`config.mk`:
```
export PLATFORM = sky130hd
export DESIGN_NAME = sha256_stream_hasher
export DESIGN_NICKNAME = d
export VERILOG_FILES = /design/src/rtl/shash_pkg.sv /design/src/rtl/sha256_stream_hasher.sv /design/src/rtl/shash_sched.sv /design/src/rtl/shash_round.sv
export VERILOG_INCLUDE_DIRS = /design/src /design/src/rtl
export SDC_FILE = /design/constraint.sdc
export NUM_CORES = 2
export LEC_CHECK = 0
export BUFFER_PORTS_ARGS = -buffer_cell sky130_fd_sc_hd__buf_2
export CORE_MARGIN = 10
export CORE_UTILIZATION = 68
export CTS_CLUSTER_SIZE = 20
export DETAILED_ROUTE_END_ITERATION = 10
export PLACE_DENSITY = 0.88
export SLEW_MARGIN = 10
export SYNTH_ARGS = -nofsm -noshare
export SYNTH_HDL_FRONTEND = slang
export SYNTH_HIERARCHICAL = 1
export SYNTH_SLANG_ARGS = --single-unit
```
`constraint.sdc`:
```
create_clock -name aclk -period 31 [get_ports aclk]
set_input_delay 1.55 -clock aclk [delete_from_list [all_inputs] [get_ports aclk]]
set_output_delay 1.55 -clock aclk [all_outputs]
set_load 0.01 [all_outputs]
```
`src/rtl/sha256_stream_hasher_assert.svh`:
```
// ----------------------------------------------------------------------------
// SHA-256 stream hasher assertion macros
// Concurrent check macros used by the hasher top module; they compile away when
// NO_ASSERTIONS is defined.
// ----------------------------------------------------------------------------
`ifndef SHA256_STREAM_HASHER_ASSERT_SVH
`define SHA256_STREAM_HASHER_ASSERT_SVH

`ifndef NO_ASSERTIONS

`define SHS_ASSERT_NOW(lbl, clk, rst_n, ante, cons) \
    lbl: assert property (@(posedge clk) disable iff (!rst_n) (ante) |-> (cons)) \
        else $error("sha256 hasher check failed");

`define SHS_ASSERT_NEXT(lbl, clk, rst_n, ante, cons) \
    lbl: assert property (@(posedge clk) disable iff (!rst_n) (ante) |=> (cons)) \
        else $error("sha256 hasher check failed");

`else

`define SHS_ASSERT_NOW(lbl, clk, rst_n, ante, cons)

`define SHS_ASSERT_NEXT(lbl, clk, rst_n, ante, cons)

`endif

`endif

```
`src/rtl/shash_pkg.sv`:
```
// ----------------------------------------------------------------------------
// SHA-256 hasher package
// Constants, control types and round functions shared by the hasher modules.
// ----------------------------------------------------------------------------
package shash_pkg;

    localparam int WORD_W      = 32;
    localparam int BLOCK_WORDS = 16;
    localparam int BLK_W       = BLOCK_WORDS * WORD_W;
    localparam int FILL_W      = 6;
    localparam int RCNT_W      = 6;
    localparam int LEN_W       = 64;
    localparam int DIDX_W      = 3;
    localparam int OUT_DATA_W  = 40;

    localparam logic              CMD_ABSORB     = 1'b0;
    localparam logic              CMD_FINISH     = 1'b1;
    localparam logic [7:0]        PAD_BYTE       = 8'h80;
    localparam logic [7:0]        ZERO_BYTE      = 8'h00;
    localparam logic [FILL_W-1:0] LEN_FIRST_BYTE = 6'd56;
    localparam logic [FILL_W-1:0] FILL_LAST      = 6'd63;
    localparam logic [RCNT_W-1:0] ROUND_LAST     = 6'd63;
    localparam logic [DIDX_W-1:0] DIDX_LAST      = 3'd7;
    localparam logic [LEN_W-1:0]  BYTE_BITS      = 64'd8;

    typedef logic [WORD_W-1:0] word_t;

    localparam word_t IV_WORDS [8] = '{
        32'h6A09E667, 32'hBB67AE85, 32'h3C6EF372, 32'hA54FF53A,
        32'h510E527F, 32'h9B05688C, 32'h1F83D9AB, 32'h5BE0CD19
    };

    localparam word_t ROUND_K [64] = '{
        32'h428a2f98, 32'h71374491, 32'hb5c0fbcf, 32'he9b5dba5, 32'h3956c25b,
        32'h59f111f1, 32'h923f82a4, 32'hab1c5ed5, 32'hd807aa98, 32'h12835b01,
        32'h243185be, 32'h550c7dc3, 32'h72be5d74, 32'h80deb1fe, 32'h9bdc06a7,
        32'hc19bf174, 32'he49b69c1, 32'hefbe4786, 32'h0fc19dc6, 32'h240ca1cc,
        32'h2de92c6f, 32'h4a7484aa, 32'h5cb0a9dc, 32'h76f988da, 32'h983e5152,
        32'ha831c66d, 32'hb00327c8, 32'hbf597fc7, 32'hc6e00bf3, 32'hd5a79147,
        32'h06ca6351, 32'h14292967, 32'h27b70a85, 32'h2e1b2138, 32'h4d2c6dfc,
        32'h53380d13, 32'h650a7354, 32'h766a0abb, 32'h81c2c92e, 32'h92722c85,
        32'ha2bfe8a1, 32'ha81a664b, 32'hc24b8b70, 32'hc76c51a3, 32'hd192e819,
        32'hd6990624, 32'hf40e3585, 32'h106aa070, 32'h19a4c116, 32'h1e376c08,
        32'h2748774c, 32'h34b0bcb5, 32'h391c0cb3, 32'h4ed8aa4a, 32'h5b9cca4f,
        32'h682e6ff3, 32'h748f82ee, 32'h78a5636f, 32'h84c87814, 32'h8cc70208,
        32'h90befffa, 32'ha4506ceb, 32'hbef9a3f7, 32'hc67178f2
    };

    typedef enum logic [2:0] {
        ST_IDLE,
        ST_PAD,
        ST_ROUND,
        ST_FOLD,
        ST_EMIT
    } state_t;

    typedef enum logic [2:0] {
        RND_HOLD,
        RND_INIT,
        RND_STEP,
        RND_FOLD,
        RND_LOAD_IV
    } rnd_op_t;

    typedef struct packed {
        rnd_op_t           op;
        logic [RCNT_W-1:0] round_idx;
    } rnd_ctl_t;

    typedef enum logic [1:0] {
        SCH_HOLD,
        SCH_BYTE,
        SCH_WORD
    } sch_op_t;

    typedef struct packed {
        sch_op_t    op;
        logic [7:0] data;
    } sch_ctl_t;

    function automatic word_t rotr(input word_t x, input int n);
        return (x >> n) | (x << (WORD_W - n));
    endfunction

    function automatic word_t big_sigma0(input word_t x);
        return rotr(x, 2) ^ rotr(x, 13) ^ rotr(x, 22);
    endfunction

    function automatic word_t big_sigma1(input word_t x);
        return rotr(x, 6) ^ rotr(x, 11) ^ rotr(x, 25);
    endfunction

    function automatic word_t small_sigma0(input word_t x);
        return rotr(x, 7) ^ rotr(x, 18) ^ (x >> 3);
    endfunction

    function automatic word_t small_sigma1(input word_t x);
        return rotr(x, 17) ^ rotr(x, 19) ^ (x >> 10);
    endfunction

    function automatic word_t choose(input word_t e, input word_t f, input word_t g);
        return (e & f) ^ (~e & g);
    endfunction

    function automatic word_t majority(input word_t a, input word_t b, input word_t c);
        return (a & b) ^ (a & c) ^ (b & c);
    endfunction

endpackage

```
`src/rtl/sha256_stream_hasher.sv`:
```
// An absorb item is accepted as soon as it is valid while the current 64-byte
// block is not yet full; the item that completes a block holds the input off
// while the single round unit runs its 64 rounds and then the fold. A finish
// item writes the pad and length one byte per cycle up to the end of the
// block, compresses one block (two when fewer than 8 bytes of room remain
// after the pad byte, with a whole pad block between them), and then presents
// the eight digest words one per cycle, slower if the output side stalls.
// The last digest word may still wait in the output register while the next
// message is being absorbed.
// ----------------------------------------------------------------------------
// SHA-256 stream hasher
// Byte-serial SHA-256 with a shared round unit and a small sequencer.
// ----------------------------------------------------------------------------
`include "sha256_stream_hasher_assert.svh"

module sha256_stream_hasher (
    input  logic        aclk,
    input  logic        aresetn,
    input  logic        s_tvalid,
    output logic        s_tready,
    input  logic [7:0]  s_tdata,   // [7:0] data_byte
    input  logic        s_tuser,   // [0] command
    output logic        m_tvalid,
    input  logic        m_tready,
    output logic [shash_pkg::OUT_DATA_W-1:0] m_tdata, // [31:0] digest_word, [34:32] word_index, [39:35] zero
    output logic        m_tlast    // last_word
);

    shash_pkg::state_t                  state_reg, state_next;
    logic [shash_pkg::FILL_W-1:0]       fill_reg, fill_next;
    logic [shash_pkg::LEN_W-1:0]        bits_reg, bits_next;
    logic [shash_pkg::RCNT_W-1:0]       rcnt_reg, rcnt_next;
    logic [shash_pkg::DIDX_W-1:0]       ocnt_reg, ocnt_next;
    logic                               finishing_reg, finishing_next;
    logic                               final_blk_reg, final_blk_next;
    logic                               m_valid_reg, m_valid_next;
    shash_pkg::word_t                   out_word_reg, out_word_next;
    logic [shash_pkg::DIDX_W-1:0]       out_idx_reg, out_idx_next;
    logic                               out_last_reg, out_last_next;

    shash_pkg::sch_ctl_t                sch_ctl;
    shash_pkg::rnd_ctl_t                rnd_ctl;
    shash_pkg::word_t                   w_cur;
    shash_pkg::word_t                   digest [8];
    logic [shash_pkg::LEN_W-1:0]        len_shift;
    logic [7:0]                         len_byte;

    shash_sched u_sched (
        .aclk  (aclk),
        .ctl   (sch_ctl),
        .w_cur (w_cur)
    );

    shash_round u_round (
        .aclk    (aclk),
        .aresetn (aresetn),
        .ctl     (rnd_ctl),
        .w_cur   (w_cur),
        .digest  (digest)
    );

    // Length bytes go out most significant first at block bytes 56 to 63.
    assign len_shift = bits_reg >> {~fill_reg[2:0], 3'b000};
    assign len_byte  = len_shift[7:0];

    always_ff @(posedge aclk) begin
        if (!aresetn) begin
            state_reg     <= shash_pkg::ST_IDLE;
            fill_reg      <= '0;
            bits_reg      <= '0;
            rcnt_reg      <= '0;
            ocnt_reg      <= '0;
            finishing_reg <= 1'b0;
            final_blk_reg <= 1'b0;
            m_valid_reg   <= 1'b0;
        end else begin
            state_reg     <= state_next;
            fill_reg      <= fill_next;
            bits_reg      <= bits_next;
            rcnt_reg      <= rcnt_next;
            ocnt_reg      <= ocnt_next;
            finishing_reg <= finishing_next;
            final_blk_reg <= final_blk_next;
            m_valid_reg   <= m_valid_next;
        end
    end

    always_ff @(posedge aclk) begin
        out_word_reg <= out_word_next;
        out_idx_reg  <= out_idx_next;
        out_last_reg <= out_last_next;
    end

    always_comb begin
        state_next     = state_reg;
        fill_next      = fill_reg;
        bits_next      = bits_reg;
        rcnt_next      = rcnt_reg;
        ocnt_next      = ocnt_reg;
        finishing_next = finishing_reg;
        final_blk_next = final_blk_reg;
        m_valid_next   = m_valid_reg;
        out_word_next  = out_word_reg;
        out_idx_next   = out_idx_reg;
        out_last_next  = out_last_reg;
        sch_ctl        = '{op: shash_pkg::SCH_HOLD, data: shash_pkg::ZERO_BYTE};
        rnd_ctl        = '{op: shash_pkg::RND_HOLD, round_idx: rcnt_reg};
        s_tready       = 1'b0;

        if (m_valid_reg && m_tready) begin
            m_valid_next = 1'b0;
        end

        unique case (state_reg)
            shash_pkg::ST_IDLE: begin
                s_tready = 1'b1;
                if (s_tvalid) begin
                    sch_ctl.op = shash_pkg::SCH_BYTE;
                    fill_next  = fill_reg + 6'd1;
                    if (s_tuser == shash_pkg::CMD_FINISH) begin
                        sch_ctl.data   = shash_pkg::PAD_BYTE;
                        finishing_next = 1'b1;
                        final_blk_next = (fill_reg < shash_pkg::LEN_FIRST_BYTE);
                    end else begin
                        sch_ctl.data = s_tdata;
                        bits_next    = bits_reg + shash_pkg::BYTE_BITS;
                    end
                    if (fill_reg == shash_pkg::FILL_LAST) begin
                        rnd_ctl.op = shash_pkg::RND_INIT;
                        rcnt_next  = '0;
                        state_next = shash_pkg::ST_ROUND;
                    end else if (s_tuser == shash_pkg::CMD_FINISH) begin
                        state_next = shash_pkg::ST_PAD;
                    end
                end
            end
            shash_pkg::ST_PAD: begin
                sch_ctl.op = shash_pkg::SCH_BYTE;
                if (final_blk_reg && (fill_reg >= shash_pkg::LEN_FIRST_BYTE)) begin
                    sch_ctl.data = len_byte;
                end
                fill_next = fill_reg + 6'd1;
                if (fill_reg == shash_pkg::FILL_LAST) begin
                    rnd_ctl.op = shash_pkg::RND_INIT;
                    rcnt_next  = '0;
                    state_next = shash_pkg::ST_ROUND;
                end
            end
            shash_pkg::ST_ROUND: begin
                rnd_ctl.op = shash_pkg::RND_STEP;
                sch_ctl.op = shash_pkg::SCH_WORD;
                rcnt_next  = rcnt_reg + 6'd1;
                if (rcnt_reg == shash_pkg::ROUND_LAST) begin
                    state_next = shash_pkg::ST_FOLD;
                end
            end
            shash_pkg::ST_FOLD: begin
                rnd_ctl.op = shash_pkg::RND_FOLD;
                if (!finishing_reg) begin
                    state_next = shash_pkg::ST_IDLE;
                end else if (final_blk_reg) begin
                    ocnt_next  = '0;
                    state_next = shash_pkg::ST_EMIT;
                end else begin
                    final_blk_next = 1'b1;
                    state_next     = shash_pkg::ST_PAD;
                end
            end
            shash_pkg::ST_EMIT: begin
                if (!m_valid_reg || m_tready) begin
                    m_valid_next  = 1'b1;
                    out_word_next = digest[ocnt_reg];
                    out_idx_next  = ocnt_reg;
                    out_last_next = (ocnt_reg == shash_pkg::DIDX_LAST);
                    ocnt_next     = ocnt_reg + 3'd1;
                    if (ocnt_reg == shash_pkg::DIDX_LAST) begin
                        rnd_ctl.op     = shash_pkg::RND_LOAD_IV;
                        fill_next      = '0;
                        bits_next      = '0;
                        finishing_next = 1'b0;
                        final_blk_next = 1'b0;
                        state_next     = shash_pkg::ST_IDLE;
                    end
                end
            end
            default: begin
                state_next = shash_pkg::ST_IDLE;
            end
        endcase
    end

    assign m_tvalid = m_valid_reg;
    assign m_tdata  = {5'b00000, out_idx_reg, out_word_reg};
    assign m_tlast  = out_last_reg;

    `SHS_ASSERT_NEXT(a_round_to_fold, aclk, aresetn, (state_reg == shash_pkg::ST_ROUND) && (rcnt_reg == shash_pkg::ROUND_LAST), state_reg == shash_pkg::ST_FOLD)
    `SHS_ASSERT_NOW(a_round_block_full, aclk, aresetn, (state_reg == shash_pkg::ST_ROUND) || (state_reg == shash_pkg::ST_FOLD), fill_reg == '0)
    `SHS_ASSERT_NOW(a_pad_finishing, aclk, aresetn, (state_reg == shash_pkg::ST_PAD) || (state_reg == shash_pkg::ST_EMIT), finishing_reg)
    `SHS_ASSERT_NEXT(a_finish_flag, aclk, aresetn, s_tvalid && s_tready && (s_tuser == shash_pkg::CMD_FINISH), finishing_reg)

endmodule

```
`src/rtl/shash_sched.sv`:
```
// ----------------------------------------------------------------------------
// SHA-256 block store and message schedule
// Bytes shift in big-endian to fill the 512-bit block; during compression the
// same register shifts by one word per round and appends the expanded word.
// ----------------------------------------------------------------------------
module shash_sched (
    input  logic                aclk,
    input  shash_pkg::sch_ctl_t ctl,
    output shash_pkg::word_t    w_cur
);

    logic [shash_pkg::BLK_W-1:0] blk_reg;
    logic [shash_pkg::BLK_W-1:0] blk_next;
    shash_pkg::word_t            w_new;

    always_comb begin
        w_new = blk_reg[511:480]
              + shash_pkg::small_sigma0(blk_reg[479:448])
              + blk_reg[223:192]
              + shash_pkg::small_sigma1(blk_reg[63:32]);
    end

    always_comb begin
        unique case (ctl.op)
            shash_pkg::SCH_BYTE: begin
                blk_next = {blk_reg[shash_pkg::BLK_W-9:0], ctl.data};
            end
            shash_pkg::SCH_WORD: begin
                blk_next = {blk_reg[shash_pkg::BLK_W-shash_pkg::WORD_W-1:0], w_new};
            end
            default: begin
                blk_next = blk_reg;
            end
        endcase
    end

    always_ff @(posedge aclk) begin
        blk_reg <= blk_next;
    end

    assign w_cur = blk_reg[511:480];

endmodule

```
`src/rtl/shash_round.sv`:
```
// ----------------------------------------------------------------------------
// SHA-256 round unit
// Holds the chaining words and the working variables; performs one
// compression round per step and folds the result into the chain.
// ----------------------------------------------------------------------------
module shash_round (
    input  logic                aclk,
    input  logic                aresetn,
    input  shash_pkg::rnd_ctl_t ctl,
    input  shash_pkg::word_t    w_cur,
    output shash_pkg::word_t    digest [8]
);

    shash_pkg::word_t chain_reg [8];
    shash_pkg::word_t chain_next [8];
    shash_pkg::word_t work_reg [8];
    shash_pkg::word_t work_next [8];
    shash_pkg::word_t t1;
    shash_pkg::word_t t2;

    always_comb begin
        t1 = work_reg[7] + shash_pkg::big_sigma1(work_reg[4])
           + shash_pkg::choose(work_reg[4], work_reg[5], work_reg[6])
           + shash_pkg::ROUND_K[ctl.round_idx] + w_cur;
        t2 = shash_pkg::big_sigma0(work_reg[0])
           + shash_pkg::majority(work_reg[0], work_reg[1], work_reg[2]);
        chain_next = chain_reg;
        work_next  = work_reg;
        unique case (ctl.op)
            shash_pkg::RND_INIT: begin
                work_next = chain_reg;
            end
            shash_pkg::RND_STEP: begin
                work_next[7] = work_reg[6];
                work_next[6] = work_reg[5];
                work_next[5] = work_reg[4];
                work_next[4] = work_reg[3] + t1;
                work_next[3] = work_reg[2];
                work_next[2] = work_reg[1];
                work_next[1] = work_reg[0];
                work_next[0] = t1 + t2;
            end
            shash_pkg::RND_FOLD: begin
                for (int i = 0; i < 8; i++) begin
                    chain_next[i] = chain_reg[i] + work_reg[i];
                end
            end
            shash_pkg::RND_LOAD_IV: begin
                chain_next = shash_pkg::IV_WORDS;
            end
            default: begin
            end
        endcase
    end

    always_ff @(posedge aclk) begin
        if (!aresetn) begin
            chain_reg <= shash_pkg::IV_WORDS;
        end else begin
            chain_reg <= chain_next;
        end
    end

    always_ff @(posedge aclk) begin
        work_reg <= work_next;
    end

    assign digest = chain_reg;

endmodule

```
* Yosys cells after proc, flatten, opt, wreduce, memory -nomap -nowiden
Memories as Yosys holds them, arrays and structs flattened.
Cells that the tools add are included.
** Storage, ports and cells
- Register bits after elaboration :: 1145
- Memory bits (read-only) :: 2048
- Output and inout bits :: 43
- Logic and storage cells :: 187
- Memories kept :: 1
** Cells by class
- $add $sub $neg :: 22
- $lt $le $gt $ge :: 4
- Equality and inequality tests :: 23
- Shift operators :: 1
- Mux-type cells :: 57
- Bitwise logic cells :: 30
- Reduce and logical (&&, ||, !) cells :: 21
** Memories
- (name not given) :: depth 64, width 32, read ports 1, clocked after memory_dff 0, write ports 0, line shash_round.sv:24 : + shash_pkg::ROUND_K[ctl.round_idx] + w_cur;
** Operators with widths (number)
- 256-bit case mux with 2 select lines :: 2
- 512-bit case mux with 2 select lines :: 1
- 32-bit adder :: 18
- 32-bit bitwise XOR :: 9
- 64-bit two-way mux :: 4
- 32-bit bitwise AND :: 5
- 32-bit two-way mux :: 4
- 64-bit case mux with 2 select lines :: 1
- 32-bit binary-select mux with 3-bit select :: 1
- 64-bit by 4-bit adder with 64-bit output, second input constant :: 1
- 64-bit by 6-bit >> shifter with 8-bit output :: 1
- 3-bit two-way mux :: 14
- 6-bit case mux with 3 select lines :: 2
- 32-bit inverter :: 1
- 10-bit by 32-bit bitwise OR with 32-bit output :: 1
- 13-bit by 32-bit bitwise OR with 32-bit output :: 1
- 14-bit by 32-bit bitwise OR with 32-bit output :: 1
- 15-bit by 32-bit bitwise OR with 32-bit output :: 1
- 19-bit by 32-bit bitwise OR with 32-bit output :: 1
- 21-bit by 32-bit bitwise OR with 32-bit output :: 1
- 25-bit by 32-bit bitwise OR with 32-bit output :: 1
- 26-bit by 32-bit bitwise OR with 32-bit output :: 1
- 30-bit by 32-bit bitwise OR with 32-bit output :: 1
- 7-bit by 32-bit bitwise OR with 32-bit output :: 1
- other kinds (39) :: 84

* Depth between registers and ports, before layout
- Depth in word-level cells :: 9
- Gate-level depth with buffers :: 40
- Mapped depth without buffers :: 40

* Modules after synthesis
The synthesis kept the hierarchy.
** Modules (own cells, without submodules)
- shash_round :: instances 1, cells each 5264, area each 43498.0 µm², seq. area each 12812.3 µm²
- shash_sched :: instances 1, cells each 1722, area each 26036.2 µm², seq. area each 15374.7 µm²
- sha256_stream_hasher :: instances 1, cells each 735, area each 7846.3 µm², seq. area each 2722.6 µm²

* Least setup slack after synthesis
OpenSTA, ideal clock, no wires.
- Kind :: in2reg
- Start point :: input port m_tready
- End point :: register u_round/work_reg[0] (netlist name) (enable)
- Data arrival time :: 13.629 ns
- Required time :: 30.122 ns
- Slack :: 16.494 ns
- Stages :: 5
- Cells stage by stage :: nand2b_1 > and3_1 > clkbuf_1 > and2_1 > nor2_1
** RTL lines
- from (decl) :: line sha256_stream_hasher.sv:24 : input logic m_tready,
- to (signal assigned) :: line shash_round.sv:65 : work_reg <= work_next;
- to (decl) :: line shash_round.sv:16 : shash_pkg::word_t work_reg [8];

==> impl_results.md <==
- Status: finished clean
- P per Cell Area: 64.1 nW/um^2
- Critical setup path kind: flop to flop
- Worst path required time: 31.43 ns
- Fin crit period: 9.63 ns
- Reg-to-Reg End: u_round/work_reg[252]
- Hold Crit Depth: 2
- Layout Utilization: 72.7%
- Routed wire per std cell: 26.6 um
- Crit end category: flop
- Layout fillers: 7702
- HPWL after DPL: 174 mm
- Core area: 113000 um^2
- First-pass iteration count of the detailed router: 6
- Max_cap viols: 0
- Root Driver: clkbuf_16
- Post-CTS setup buffer count: 0
- Num ports: 56
- Largest net degree at the start of global routing: 190
- Slew headroom: 19.7%
- Hold Path Origin: u_round/digest[90]
- Critical Path AT: 10.06 ns
- CTS tree: done
- Layout cell share with drive strength beyond 1: 12.4%
- Initial DRC Count: 8463
- RSZ-0062 raised after global routing: false
- GRT Residual Overflow: 0
- Max Fclk: 104 MHz
- Area Growth Syn to Fin: 6.06%
- Clk_lat worst skew: 0.77 ns
- # nets final: 8109
- Hold Slack: 0.486 ns
- DR DRC count: 0
- Yosys top cell area share: 31.2%
- Max clock buf depth: 3
- Initial core utilization: 68.6%
- Final Setup Violations: 0
- # hold bufs at CTS: 0
- Worst r2r src: rcnt_reg[2]
- Slew Limit Fails: 0
- Antenna violations before repair: 10
- Cell Rows: 123
- Yosys reg bits: 1142
- VDD IR max: 0.0857 mV
- Most common cell in the netlist: nand2_1
- Chip height: 357 um
- Max incr delay on CP: 0.63 ns
- Slowest-stage cell, CP: inv_1
- Vias in the first global route: 60334
- Final setup TNS: 0 ns
- Synth warn: 6
- Post-synthesis sequential area ratio: 39.9%
- Syn avg cell area: 10.0 um^2
- Part of the cycle the worst path needs: 31.1%
- Number of I/O port buffers: 50
- R2r setup slk: 21.37 ns
- Mapped Area: 77400 um^2
- Global Route Usage Sum: 37.0%
- Fin. Hold Viols: 0
- Die area: 128000 um^2
- Via-to-Cell Ratio: 6.83
- Largest register FFs: 512
- Post-synth top cells: nand2_1, edfxtp_1, inv_1, mux2_2, a21oi_1
- RD Place Congestion: 1.02
- # resized after CTS: 0
- Most area-hungry cell type in the Yosys netlist: edfxtp_1
- Routed wire length: 243 mm
- LEAKAGE: 32.1 nW
- Mapped Cells: 7721
- Post-route ant nets: 0
- Reg clk slew, reported paths: 0.06 ns
- Primary FF master, synth: edfxtp_1
- Via count: 62223
- Synth area leaders: edfxtp_1, dfxtp_1, mux2_2, ha_1, nand2_1
- Worst Reg2Reg Path Length in Cells: 33
- First-pass GRT wire length: 365 mm
- Clk sinks: 1142
- Worst Tran Pin Value: 1.20 ns
- Total CTS buffers: 118
- Ys async rst share: 0%
- Worst min path class: flop to flop
- DIE WIDTH: 357 um
- Max Fanout on Critical Path: 67
- Crit path launch type: flop
- Final setup skew: 0.0510 ns
- H-tree levels: 3
- Netlist cell types: 121
- EDFF count, synth: 804
- Hold path endpoint: u_round/digest[90]
- Crit path top cell by count: inv_1
## worst max-delay path: cells and delay by family, from the launching register on
kind / cells / cell delay (ns)
AO/OA/AOI/OAI: 10 / 2.50
XOR/XNOR: 2 / 0.34
adder cells (fa/ha/maj): 6 / 2.35
buffers and inverters: 6 / 1.42
flip-flops: 1 / 0.31
multiplexers: 1 / 0.47
AND/OR/NAND/NOR: 8 / 1.89
## final cells by class
| type | count | area (um^2) | share of cell area (%) |
|---|---|---|---|
| clock inverters | 66 | 621 | 0.756 |
| clock buffers | 157 | 3280 | 4.00 |
| multi-input cells | 5651 | 42800 | 52.2 |
| flip-flops and latches | 1142 | 30900 | 37.7 |
| diodes | 2 | 5.00 | 0.00610 |
| repair buffers | 103 | 701 | 0.854 |
| well taps | 1500 | 1880 | 2.29 |
| inverters | 492 | 1850 | 2.26 |
## worst max path at each step
| stage | depth (start not counted) | from | endpoint | slack, ns |
|---|---|---|---|---|
| finish | 33 | rcnt_reg[2] | u_round/work_reg[252] | 21.37 |
| global route | 33 | rcnt_reg[2] | u_round/work_reg[252] | 20.95 |
| CTS | 33 | rcnt_reg[2] | u_round/work_reg[252] | 21.59 |
| detailed placement | 33 | rcnt_reg[2] | u_round/work_reg[252] | 21.61 |
| global placement | 33 | rcnt_reg[2] | u_round/work_reg[252] | 21.74 |
| floorplan | 5 | m_tready | u_round/work_reg[0] | 16.49 |
## routing by layer
metal / GRT usage, % / up-vias / share of wire, %
li1: - / 27282 / -
met1: 46.7 / 29754 / 36
met2: 55.7 / 4132 / 44
met3: 9.45 / 1049 / 12
met4: 25.3 / 6 / 8.2
met5: 0 / - / 0.019
## kinds of logic after synthesis
logic type                 after synthesis  share of synthesized area (%)
AOI/OAI and AO/OA                     1769                           14.7
xor gates and xnor gates               565                           6.40
adders and majority gates              591                           11.4
buffers and inverters                  932                           4.85
DFF                                   1142                           39.9
muxes                                  629                           10.3
other                                    1                        0.00485
and+or+nand+nor                       2092                           12.4
## stage by stage
step | setup slack [ns] | total power (W) | area, um^2 | cells
global placement | 21.74 | 0.00372 | 78200 | 8888
floorplan | 16.49 | 0.00331 | 77400 | 7725
CTS | 21.59 | 0.00522 | 82100 | 9111
finish | 21.37 | 0.00526 | 82100 | 9113
detailed placement | 21.61 | 0.00377 | 78200 | 8888
global route | 20.95 | 0.00550 | 82100 | 9111
## cells in the final DEF, fill, tap and decap left out, drive strengths merged, types with 131 or more instances in the layout
cell type and instances:
o21ai 455, nand3 131, a21oi 453, clkbuf 157, inv 495, xnor2 320, edfxtp 804, mux2 490
xor2 245, fa 195, a21o 205, nor2 284, ha 393, dfxtp 338, nand2 1101
## power breakdown
group	switching (W)	total, W	internal, W
Clock	0.000639	0.00144	0.000805
Combinational	0.00119	0.00199	0.000798
Sequential	0.0000862	0.00183	0.00174
Total	0.00192	0.00526	0.00334
Note: power is estimated with default switching activity, not from simulation.
